--- config.mk ---
export PLATFORM = sky130hd
export DESIGN_NAME = hpq_ctrl
export DESIGN_NICKNAME = d
export VERILOG_FILES = /design/src/hpq_pkg.sv /design/src/hpq_ctrl.sv
export VERILOG_INCLUDE_DIRS = /design/src /design/src/src
export SDC_FILE = /design/constraint.sdc
export NUM_CORES = 1
export LEC_CHECK = 0
export ABC_CLOCK_PERIOD_IN_PS = 2100
export BUFFER_PORTS_ARGS = -buffer_cell sky130_fd_sc_hd__clkbuf_2
export CORE_MARGIN = 10
export CORE_UTILIZATION = 30
export CTS_BUF_LIST = sky130_fd_sc_hd__clkbuf_2
export CTS_CLUSTER_SIZE = 28
export DETAILED_ROUTE_END_ITERATION = 10
export GPL_TIMING_DRIVEN = 0
export SYNTH_ARGS = -nofsm -noshare
export SYNTH_HDL_FRONTEND = slang
export SYNTH_SLANG_ARGS = --single-unit
--- constraint.sdc ---
create_clock -name clk -period 2.1 [get_ports clk]
set_input_delay 0.105 -clock clk [delete_from_list [all_inputs] [get_ports clk]]
set_output_delay 0.105 -clock clk [all_outputs]
set_load 0.02 [all_outputs]
--- src/assert_macros.svh ---
// assertion helpers shared by the heap modules
// both expect clk and rst in scope
`ifndef ASSERT_MACROS_SVH
`define ASSERT_MACROS_SVH

`define HPQ_ASSERT(label, prop) \
  label: assert property (@(posedge clk) disable iff (rst) (prop)) \
    else $error("heap queue assertion failed");

`define HPQ_ASSERT_NEXT(label, pre, post) \
  label: assert property (@(posedge clk) disable iff (rst) (pre) |=> (post)) \
    else $error("heap queue assertion failed");

`endif

--- src/hpq_pkg.sv ---
package hpq_pkg;

  localparam int CAPACITY = 64;
  localparam int IDX_W    = $clog2(CAPACITY);
  localparam int CNT_W    = $clog2(CAPACITY + 1);
  // child index 2*i+2 of the last slot needs two bits above the slot index
  localparam int CH_W     = IDX_W + 2;
  localparam int ZONE_W   = 16;
  localparam int PRIO_W   = 31;
  localparam int OCC_W    = 7;

  localparam logic OP_INSERT = 1'b0;
  localparam logic OP_REMOVE = 1'b1;

  typedef struct packed {
    logic [ZONE_W-1:0] zone;
    logic [PRIO_W-1:0] prio;
  } entry_t;

  typedef enum logic [3:0] {
    CMD_NONE,
    CMD_ACCEPT,
    CMD_DISPATCH,
    CMD_LAST_RD,
    CMD_LAST_LD,
    CMD_UP_RD,
    CMD_UP_CMP,
    CMD_DN_RD,
    CMD_DN_CMP,
    CMD_LOAD_OUT
  } cmd_t;

  typedef struct packed {
    logic start_sift_up;
    logic start_sift_down;
    logic at_root;
    logic up_swap;
    logic at_leaf;
    logic dn_move;
  } status_t;

endpackage

--- src/hpq_ctrl.sv ---
`include "assert_macros.svh"

module hpq_ctrl import hpq_pkg::*; (
  input  logic    clk,
  input  logic    rst,
  input  logic    in_valid,
  output logic    in_ready,
  output logic    out_valid,
  input  logic    out_ready,
  input  status_t status,
  output cmd_t    cmd
);

  typedef enum logic [3:0] {
    S_IDLE,
    S_DISPATCH,
    S_LAST_RD,
    S_LAST_LD,
    S_UP_RD,
    S_UP_CMP,
    S_DN_RD,
    S_DN_CMP,
    S_DONE
  } state_t;

  state_t state;
  state_t state_next;
  logic   out_free;

  assign in_ready = (state == S_IDLE) && !rst;
  assign out_free = !out_valid || out_ready;

  always_comb begin
    state_next = state;
    cmd        = CMD_NONE;
    unique case (state)
      S_IDLE: begin
        if (in_valid && in_ready) begin
          cmd        = CMD_ACCEPT;
          state_next = S_DISPATCH;
        end
      end
      S_DISPATCH: begin
        cmd = CMD_DISPATCH;
        if (status.start_sift_up) begin
          state_next = S_UP_RD;
        end else if (status.start_sift_down) begin
          state_next = S_LAST_RD;
        end else begin
          state_next = S_DONE;
        end
      end
      S_LAST_RD: begin
        cmd        = CMD_LAST_RD;
        state_next = S_LAST_LD;
      end
      S_LAST_LD: begin
        cmd        = CMD_LAST_LD;
        state_next = S_DN_RD;
      end
      S_UP_RD: begin
        cmd        = CMD_UP_RD;
        state_next = status.at_root ? S_DONE : S_UP_CMP;
      end
      S_UP_CMP: begin
        cmd        = CMD_UP_CMP;
        state_next = status.up_swap ? S_UP_RD : S_DONE;
      end
      S_DN_RD: begin
        cmd        = CMD_DN_RD;
        state_next = status.at_leaf ? S_DONE : S_DN_CMP;
      end
      S_DN_CMP: begin
        cmd        = CMD_DN_CMP;
        state_next = status.dn_move ? S_DN_RD : S_DONE;
      end
      S_DONE: begin
        if (out_free) begin
          cmd        = CMD_LOAD_OUT;
          state_next = S_IDLE;
        end
      end
      default: begin
        state_next = S_IDLE;
      end
    endcase
  end

  always_ff @(posedge clk) begin
    if (rst) begin
      state     <= S_IDLE;
      out_valid <= 1'b0;
    end else begin
      state <= state_next;
      if (cmd == CMD_LOAD_OUT) begin
        out_valid <= 1'b1;
      end else if (out_ready) begin
        out_valid <= 1'b0;
      end
    end
  end

  `HPQ_ASSERT_NEXT(a_done_drains, state == S_DONE && !out_valid, state == S_IDLE && out_valid)
  `HPQ_ASSERT(a_load_when_free, (cmd == CMD_LOAD_OUT) |-> out_free)
  `HPQ_ASSERT(a_last_order, (state == S_LAST_LD) |-> ($past(state) == S_LAST_RD))

endmodule

======== After elaboration in Yosys (flattened, before gate mapping) ========
Cells that the tools add are included.
operators by class
  bitwise logic cells ..................... 0
  magnitude comparators ................... 0
  shift-type cells ........................ 0
  reduce and logical (&&, ||, !) cells .... 8
  equal/unequal tests ..................... 11
  add/subtract/negate cells ............... 0
  muxes and demuxes ....................... 14
  divide/modulo/power cells ............... 0
  multipliers ............................. 0
operators with widths
  kind                                                             count
  4-bit case mux with 9 select lines                               2
  4-bit 2-to-1 mux                                                 9
  4-bit by 3-bit == test with 1-bit output, second input constant  4
  4-bit by 2-bit == test with 1-bit output, second input constant  2
  4-bit == test, second input constant                             2
  4-bit by 1-bit == test with 1-bit output, second input constant  1
  4-bit logical NOT                                                1
  1-bit 2-to-1 mux                                                 3
  1-bit logical AND                                                2
  1-bit logical NOT                                                2
  2-bit by 1-bit != test with 1-bit output, second input constant  1
  2-bit != test, second input constant                             1
  2-bit AND reduction                                              1
  2-bit nonzero test                                               1
  1-bit logical OR                                                 1
storage, ports and cells
  bits in latches ......................... 0
  flip-flop bits (word level) ............. 5
  ROM bits ................................ 0
  memory bits (writable) .................. 0
  logic and storage cells ................. 35
  bits of input ports ..................... 10
  memories kept ........................... 0

======== Longest topological paths before layout ========
Gate-level depths: netlist of run 1.
  word-level depth ........................ 7
  mapped depth ............................ 4
  gate-level depth less buffers ........... 3

======== Least setup slack after synthesis of run 1 ========
No wires, ideal clock.
  path kind ............................... register to output
  from .................................... reg state[1]
  to ...................................... out cmd[0]
  path buffers ............................ 1
  data required time ...................... 1.995 ns
  data arrival time ....................... 1.215 ns
  setup slack ............................. 0.780 ns
  cell stages (with the launch flop) ...... 5
  path through ............................ dfxtp_1 -> clkbuf_1 -> nor2_1 -> a21o_1 -> a21oi_1
on the way
  longest elaborated chain between the ends .. 5
  elaborated cells between the ends (all ways) .. 13
  those cells by class .................... eq/ne (8); mux (2); reduce/logical (3)
ends and longest elaborated chain
  what                                    RTL line                        source
  start, declared                         hpq_ctrl.sv:26                  state_t state;
  start signal, assigned                  hpq_ctrl.sv:94                  state <= state_next;
  4-bit logical NOT                       hpq_ctrl.sv:30, hpq_ctrl.sv:36
  1-bit logical AND                       hpq_ctrl.sv:30                  assign in_ready = (state == S_IDLE) && !rst;
  1-bit logical AND                       hpq_ctrl.sv:38                  if (in_valid && in_ready) begin
  1-bit 2-to-1 mux                        hpq_ctrl.sv:38
  4-bit case mux with 9 select lines (*)  hpq_ctrl.sv:36                  unique case (state)
  end, declared                           hpq_ctrl.sv:11                  output cmd_t cmd
Every way passes the cells marked *; elsewhere a longest branch is shown, timed or not.

======== Worst setup path after layout of run 1 ========
Ends and elaborated chain as after synthesis.

==> impl_metrics.tcl, run 1 <==
set metrics [dict create \
    finalHoldViolCount 0 \
    worstPathRequired_ns 2.00 \
    hold_buffers 0 \
    stdcell_area_um2 518 \
    cts.clk_slew.worst_paths_ns 0.05 \
    synth_simple_gate_area_share_pct 37.8 \
    drcViolationCount 0 \
    synthAdderAreaFrac_pct 0 \
    antenna_found_initial 0 \
    synth_cells 54 \
    fp.dieH_um 56.7 \
    worstSkewPairLatency_ns 0.20 \
    synth_compound_area_share_pct 25.1 \
    hp-class "in -> reg" \
    overflow 0 \
    diodes 0 \
    setup_violations 0 \
    cp-end-kind "output port" \
    synthMuxAreaShare_pct 2.79 \
    crit_fanout 10 \
    ctsHtreeMaxLevel 1 \
    power_per_cell_area_nw_per_um2 555 \
    p_leak_nw 0.234 \
    maxSlewHeadroom_pct 71.3 \
    start_util_pct 31.5 \
    grt_util_all_layers_pct 6.57 \
    holdPathStages 2 \
    cts-root-buf "clkbuf_2" \
    place_area_um2 498 \
    syn-num-nets 64 \
    clk_path_buf_depth 2 \
    ant_nets 0 \
    core_area_um2 1280 \
    ys_seq_elements 5 \
    maxSlewViolCount 0 \
    cts_sinks 5 \
    die_area_um2 3220 \
    fin_nets 84 \
    path_class "reg -> out" \
    synth_area_um2 404 \
    gp_congestion 0.742 \
    grt_max_degree 11 \
    ff2ff_path_depth 4 \
    final_layout_size_suffix_gt1_share_pct 32.9 \
    numCtsBuffers 3 \
    synth_seq_area_share_pct 24.8 \
    arrival_ns 1.52 \
    first_global_vias 416 \
    drt_iter0_drc 6 \
    rsz0062_at_grt "no" \
    tritoncts "yes" \
    finalSetupTns_ns 0 \
    skew_ns 0.00219 \
    place_hpwl_um 856 \
    drv_cap 0 \
    crit_path_start_kind "flop" \
    postCtsSetupRepairBufs 0 \
    ir_worst_vdd_uv 217 \
    die_w_um 56.7 \
    postCtsResizedCells 0 \
    wirelength_um 1020 \
    syn_area_per_cell_um2 7.48 \
    first_pass_iters 4 \
    io_pins 16 \
    yosysWarningCount 0 \
    tightest_slew_ns 0.431 \
    grt_pass1_wl_um 1740 \
    synth_top_family_by_area "simple AND/OR/NAND/NOR gates" \
    drt-wirelength-per-cell_um 11.6 \
    synthToLayoutAreaGrowth_pct 28.2 \
    min_period_over_period_pct 77.5 \
    numPortBuffers 15 \
    routed_via_density 4.99 \
    synthDistinctLibCells 29 \
    status "finished clean" \
    finalCriticalPeriod_ns 1.63 \
    synth_area_leaders "dfxtp_1, and3b_1, nand2b_1" \
    yosysTopAreaCellShare_pct 24.8 \
    fmax_mhz 615 \
    synth_xor_area_share_pct 4.33 \
    synth_top_area_cell "dfxtp_1" \
    std_cell_rows 13 \
    routed-via-count 439 \
]
## cell type report
class | instances | area, µm²
fill | 154 | 767
multi-input combinational | 44 | 283
sequential | 5 | 100
timing repair buffer | 15 | 75.1
clock buffer | 4 | 20.0
tap | 15 | 18.8
buffer | 4 | 17.5
inverter | 1 | 3.75
## sequential cells by signal, indices dropped and copies added, names as in the netlist
name	count
state	4
out_valid	1
## path summary, 6_finish.rpt
| path | slack, ns | from | to |
|---|---|---|---|
| max | 0.47 | state[1]$_SDFFE_PP0P_ | cmd[0] |
| min | 0.14 | rst | out_valid$_SDFFE_PP0P_ |
| max reg2reg | 0.72 | state[1]$_SDFFE_PP0P_ | state[3]$_SDFFE_PP0P_ |
| min reg2reg | 0.54 | out_valid$_SDFFE_PP0P_ | out_valid$_SDFFE_PP0P_ |
## critical path, stage by stage (launching register included)
cell      delay (ns)
dfxtp_1         0.33
clkbuf_1        0.36
nor2_1          0.14
a21o_1          0.18
a21oi_1         0.13
clkbuf_2        0.18
## per-stage QoR
step | hold WS [ns] | util (%) | setup WS (ns) | cells | total power, mW
after CTS | 0.132 | 40.3 | 0.446 | 88 | 0.293
after global routing | 0.155 | 40.3 | 0.324 | 88 | 0.310
final | 0.139 | 40.3 | 0.473 | 88 | 0.287
after detailed placement | 0.361 | 38.8 | 0.687 | 84 | 0.206
after global placement | 0.359 | 38.8 | 0.694 | 84 | 0.206
after floorplan | 0.174 | - | 0.780 | 54 | 0.174
## layer usage
| layer | share of wire [%] | wire, µm | global-route usage (%) | vias to the layer above |
|---|---|---|---|---|
| li1 | - | - | - | 232 |
| met1 | 43 | 436 | 6.81 | 196 |
| met2 | 49 | 498 | 10.3 | 9 |
| met3 | 7.9 | 81 | 2.47 | 2 |
| met4 | 0.78 | 8 | 5.15 | 0 |
| met5 | 0 | 0 | 0 | - |
## synth_stat cells
| library cell | count |
|---|---|
| dfxtp_1 | 5 |
| a21oi_1 | 4 |
| nand2_1 | 4 |
| nand2b_1 | 4 |
| nor2_1 | 4 |
| and3b_1 | 3 |
| a211o_1 | 2 |
| a31oi_1 | 2 |
| buf_2 | 2 |
| clkbuf_1 | 2 |
| nand3_1 | 2 |
| nor2b_1 | 2 |
| o21ai_0 | 2 |
| a21o_1 | 1 |
| and2_1 | 1 |
| inv_1 | 1 |
| mux2_2 | 1 |
| nand3b_1 | 1 |
| nor3_1 | 1 |
| nor3b_1 | 1 |
| o211ai_2 | 1 |
| o21bai_1 | 1 |
| o22ai_1 | 1 |
| o31ai_1 | 1 |
| or2_2 | 1 |
| or3_1 | 1 |
| or4b_1 | 1 |
| xnor2_1 | 1 |
| xor2_1 | 1 |
## report_power, final
part           internal [mW]  switching (mW)  leakage (nW)
Combinational         0.0415          0.0567         0.177
Clock                 0.0504          0.0336        0.0166
Sequential             0.101         0.00408        0.0407
Total                  0.193          0.0944         0.234
## logic make-up (layout without fill, tap and decap cells)
group | Yosys count | count (layout)
and+or+nand+nor | 26 | 26
AOI/OAI and AO/OA | 15 | 15
DFF | 5 | 5
buffers and inverters | 5 | 24
xor gates and xnor gates | 2 | 2
muxes | 1 | 1
## placed cells by master, fill, tap and decap left out, drive strengths merged, types with 2 or more instances in the layout
master,instances
clkbuf,21
a211o,2
nand3,2
dfxtp,5
a31oi,2
nor2b,2
buf,2
nand2b,4
and3b,3
nand2,4
a21oi,4
o21ai,2
nor2,4
Note: power is estimated with default switching activity, not from simulation.
==> run 2: changes to the inputs <==
Settings changed: ABC_CLOCK_PERIOD_IN_PS 2100 to 1560.
Clock period 2.1 ns to 1.56 ns, I/O delays scaled along.
==> impl_metrics.tcl, run 2 (synthesis results as in run 1) <==
set metrics [dict create \
    rsz0062_at_grt "no" \
    drcViolationCount 0 \
    first_pass_iters 4 \
    p_leak_nw 0.246 \
    finalCriticalPeriod_ns 1.44 \
    arrival_ns 1.36 \
    fin_ws_ns 0.125 \
    routed-via-count 439 \
    cp_cell_sequence "buf_2 > nor2_2 > a21o_1 > a21oi_1 > clkbuf_2" \
    reg2reg_to "state[3]$_SDFFE_PP0P_" \
    grt_max_degree 11 \
    rr_startpoint "state[2]$_SDFFE_PP0P_" \
    switching_power_uw 128 \
    diodes 0 \
    critPathMaxStageDelay_ns 0.38 \
    cts-root-buf "clkbuf_2" \
    comb_power_share_pct 34.8 \
    grt_util_all_layers_pct 6.57 \
    place_hpwl_um 856 \
    place_ws_ns 0.174 \
    fin_util_pct 41.1 \
    final_layout_size_suffix_gt1_share_pct 38.4 \
    min_from "rst" \
    ir_worst_vdd_uv 293 \
    ant_nets 0 \
    skew_ns 0.00219 \
    crit_fanout 10 \
    crit_path_start_kind "flop" \
    critPathSlowestCell "dfxtp_1" \
    worstSkewPairLatency_ns 0.20 \
    routed_via_density 4.99 \
    grt_pass1_wl_um 1740 \
    cts.clk_slew.worst_paths_ns 0.05 \
    first_global_vias 416 \
    hold_buffers 0 \
    mostFrequentLayoutCell "clkbuf_2" \
    tritoncts "yes" \
    holdPathStages 2 \
    largest_reg_flops 4 \
    core_area_um2 1280 \
    maxSlewHeadroom_pct 86.2 \
    status "finished clean" \
    finalSetupTns_ns 0 \
    wirelength_um 1010 \
    min_period_over_period_pct 92.0 \
    path_class "reg -> out" \
    power_per_cell_area_nw_per_um2 738 \
    die_w_um 56.7 \
    hp-class "in -> reg" \
    top_regs "state x4, out_valid x1" \
    ctsHtreeMaxLevel 1 \
    final_cell_mix "clkbuf_2, dfxtp_1" \
    ff2ff_path_depth 3 \
    numPortBuffers 15 \
    fmax_mhz 697 \
    seqPwrFrac_pct 36.2 \
    fp.dieH_um 56.7 \
    overflow 0 \
    maxSlewViolCount 0 \
    total_power_uw 390 \
    start_util_pct 31.5 \
    p_int_uw 262 \
    fin_nets 84 \
    worstPathRequired_ns 1.48 \
    finalHoldViolCount 0 \
    io_pins 16 \
    p_clk_share_pct 29.0 \
    setup_violations 0 \
    numCtsBuffers 3 \
    drt_iter0_drc 9 \
    cp-end-kind "output port" \
    r2r_setup_slack_ns 0.23 \
    largest-register "state" \
    clk_path_buf_depth 2 \
    std_cell_rows 13 \
    drt-wirelength-per-cell_um 11.5 \
    tightest_slew_ns 0.207 \
    die_area_um2 3220 \
    timing.hold.ws_ns 0.123 \
    swShare_pct 32.9 \
    synthToLayoutAreaGrowth_pct 30.6 \
    cts_sinks 5 \
    startpoint "state[2]$_SDFFE_PP0P_" \
    drv_cap 0 \
    antenna_found_initial 0 \
    min_to "out_valid$_SDFFE_PP0P_" \
    gp_congestion 0.742 \
]
run 2: repair_timing:
action                     CTS  global route
setup endpoints to repair    1             3
buffers inserted             0             0
pin swaps                    0             0
gates resized for setup      1             6
gates cloned                 0             0
run 2: stage by stage:
stage	cells	instance area, µm²
finish	88	528
global route	88	528
CTS	88	519
detailed placement	84	498
global placement	84	498
floorplan	54	404
run 2: layer usage:
metal / wire, µm / part of all wire [%] / global-route usage, % / vias up
met5: 0 / 0 / 0 / -
met4: 8 / 0.79 / 5.15 / 0
met3: 81 / 8.0 / 2.47 / 2
met1: 437 / 43 / 6.81 / 194
met2: 486 / 48 / 10.3 / 9
li1: - / - / - / 234
run 2: how the worst max path moves through the flow:
stage | end | slack [ns]
6_report | cmd[0] | 0.12
3_5_place_dp | cmd[0] | 0.17
5_1_grt | cmd[0] | 0.004
3_3_place_gp | state[3]$_SDFFE_PP0P_ | 0.18
4_1_cts | cmd[3] | 0.06
2_1_floorplan | cmd[0] | 0.27
run 2: cell type report:
class,count,area (µm²)
Timing Repair Buffer,15,75.1
Buffer,4,20.0
Fill cell,151,757
Sequential cell,5,100
Tap cell,15,18.8
Clock buffer,4,20.0
Multi-Input combinational cell,44,290
Inverter,1,3.75
run 2: power groups by stage:
stage	logic, mW	clock network, mW	registers [mW]
after floorplan	0.0903	0	0.143
after global placement	0.133	0	0.144
after detailed placement	0.134	0	0.144
after CTS	0.134	0.119	0.141
after global routing	0.151	0.128	0.142
final	0.136	0.113	0.141
run 2: critical path, delay by kind of cell, from the launching register on:
| kind | cells | cell delay, ns |
|---|---|---|
| buffers and inverters | 2 | 0.42 |
| flip-flops | 1 | 0.38 |
| AND/OR/NAND/NOR | 1 | 0.06 |
| AO/OA/AOI/OAI | 2 | 0.29 |
==> run 3: changes to the inputs <==
Settings changed: ABC_AREA set to 1, CELL_PAD_IN_SITES_DETAIL_PLACEMENT set to 1, CELL_PAD_IN_SITES_GLOBAL_PLACEMENT set to 1, PLACE_DENSITY_LB_ADDON set to 0.1.
==> impl_metrics.tcl, run 3 <==
set metrics [dict create \
    synth_area_um2 430 \
    yosysWarningCount 0 \
    gp_congestion 0.752 \
    skew_ns 0.00156 \
    first_global_vias 535 \
    tightest_slew_ns 0.187 \
    synth_cells 73 \
    cp-end-kind "output port" \
    cts.clk_slew.worst_paths_ns 0.06 \
    grt_max_degree 9 \
    syn_area_per_cell_um2 5.90 \
    stdcell_area_um2 583 \
    ys.flop_type "dfxtp_1" \
    fin_util_pct 43.7 \
    path_class "reg -> out" \
    fmax_mhz 715 \
    numPortBuffers 15 \
    largest-register "state" \
    r2r_setup_slack_ns 0.32 \
    tritoncts "yes" \
    routed-via-count 528 \
    fillers 198 \
    cp.depth 5 \
    synth_top_area_cell "dfxtp_1" \
    timing.hold.ws_ns 0.0881 \
    routed_via_density 4.76 \
    die_w_um 57.9 \
    maxSlewViolCount 0 \
    crit_fanout 7 \
    yosysTopAreaCellShare_pct 23.3 \
    syn-num-nets 83 \
    worstPathRequired_ns 1.48 \
    grt_pass1_wl_um 2170 \
    rr_startpoint "state[2]$_SDFFE_PP0P_" \
    total_power_uw 531 \
    setup_violations 0 \
    crit_path_end "cmd[0]" \
    synthToLayoutAreaGrowth_pct 35.5 \
    worstSkewPairLatency_ns 0.22 \
    path_buf_inv 2 \
    diodes 0 \
    fin_ws_ns 0.161 \
    cts_sinks 5 \
    drcViolationCount 0 \
    ys_seq_elements 5 \
    hold_buffers 0 \
    core_area_um2 1330 \
    ctsHtreeMaxLevel 1 \
    final_cell_mix "clkbuf_2, nand2_1, inv_1, nor2_1, nand3_1" \
    synth_seq_area_share_pct 23.3 \
    synthDistinctLibCells 20 \
    mostFrequentLayoutCell "clkbuf_2" \
    overflow 0 \
    finalHoldViolCount 0 \
    finalCriticalPeriod_ns 1.40 \
    place_area_um2 524 \
    critPathMaxStageDelay_ns 0.41 \
    numCtsBuffers 3 \
    first_pass_iters 4 \
    maxSlewHeadroom_pct 87.5 \
    std_cell_rows 13 \
    ir_worst_vdd_uv 338 \
    grt_util_all_layers_pct 7.98 \
    top_regs "state x4, out_valid x1" \
    largest_reg_flops 4 \
    power_per_cell_area_nw_per_um2 910 \
    reg2reg_to "state[0]$_SDFFE_PP0P_" \
    start_util_pct 32.3 \
    arrival_ns 1.32 \
    antenna_found_initial 0 \
    synth_area_leaders "dfxtp_1, nand2_1, inv_1" \
    hp-class "in -> reg" \
    synth_edf_count 0 \
    startpoint "state[2]$_SDFFE_PP0P_" \
    fin_nets 107 \
    fp.dieH_um 57.9 \
    drt_iter0_drc 6 \
    place_hpwl_um 1150 \
    place_ws_ns 0.192 \
    min_period_over_period_pct 89.7 \
    crit_family "flip-flops" \
    drv_cap 0 \
    ant_nets 0 \
    die_area_um2 3350 \
    wirelength_um 1390 \
    cts-root-buf "clkbuf_2" \
    synthTopCellsByCount "nand2_1, inv_1, nand3_1, nor2_1, dfxtp_1" \
    status "finished clean" \
    async_flop_share_pct 0 \
    ff2ff_path_depth 6 \
    cp_cell_sequence "inv_1 > nor2_4 > nand2_1 > nand4_1 > clkbuf_2" \
    crit_path_start_kind "flop" \
    io_pins 16 \
    p_leak_nw 0.327 \
    drt-wirelength-per-cell_um 12.5 \
    critPathSlowestCell "dfxtp_1" \
    final_layout_size_suffix_gt1_share_pct 39.6 \
    yosysMostFrequentCell "nand2_1" \
    clk_path_buf_depth 2 \
]
run 3: cell types whose count changed in the layout (fill, tap and decap cells not counted), sizes merged, moves of 3 or more:
| cell | previous run | this run |
|---|---|---|
| inv | 1 | 13 |
| and3b | 3 | 0 |
| nand3 | 2 | 9 |
| nand2 | 4 | 17 |
| nor2 | 4 | 14 |
| nand2b | 4 | 0 |
| nand4 | 0 | 3 |
run 3: per-stage QoR:
stage / std cells / TNS (ns)
after floorplan: 73 / 0
after detailed placement: 103 / 0
after global routing: 111 / -0.00162
after CTS: 107 / 0
after global placement: 103 / 0
final: 111 / 0
run 3: power by group:
part	internal, mW	switching (mW)
sequential	0.142	0.0250
combinational	0.0987	0.141
clock	0.0680	0.0560
total	0.309	0.222
run 3: what timing repair did:
action                     CTS  global route
setup endpoints to repair    1             1
pin swaps                    0             2
setup buffers                0             4
resized for setup            1             3
run 3: cells by family (layout without fill, tap and decap cells):
group	count (synthesis)	count (layout)	synth area share (%)
AND/OR/NAND/NOR	46	46	53.8
flip-flops	5	5	23.3
buffers and inverters	15	38	13.4
AO/OA/AOI/OAI	7	7	9.59
run 3: worst min-delay path by stage:
stage,startpoint,endpoint,slack [ns],cells after the start
CTS,rst,state[0]$_SDFFE_PP0P_,0.09,2
finish,rst,state[0]$_SDFFE_PP0P_,0.09,2
detailed placement,rst,state[0]$_SDFFE_PP0P_,0.32,2
floorplan,rst,out_valid$_SDFFE_PP0P_,0.15,1
global placement,rst,out_valid$_SDFFE_PP0P_,0.33,2
global route,rst,state[1]$_SDFFE_PP0P_,0.07,2
run 3: layout make-up:
cell class | count | area [µm²] | area share [%]
multi-input cells | 53 | 278 | 47.6
inverters | 15 | 57.6 | 9.87
repair buffers | 19 | 105 | 18.0
clock buffers | 4 | 20.0 | 3.43
flip-flops and latches | 5 | 104 | 17.8
well taps | 15 | 18.8 | 3.22
run 3: worst reg2reg max path: stages, from the launching register on:
cell and delay (ns):
dfxtp_1 0.41, inv_1 0.13, nor2_4 0.19, nand3_1 0.15
nand3_1 0.14, nand3b_1 0.08, nor2_1 0.08
run 3: per-layer routing:
metal  track usage, %  part of all wire, %  vias to the layer above
met4             3.02                    0                        0
met1             8.90                   46                      242
met3             4.36                  6.9                        0
li1                 -                    -                      276
met5                0                    0                        -
met2             12.4                   47                       10
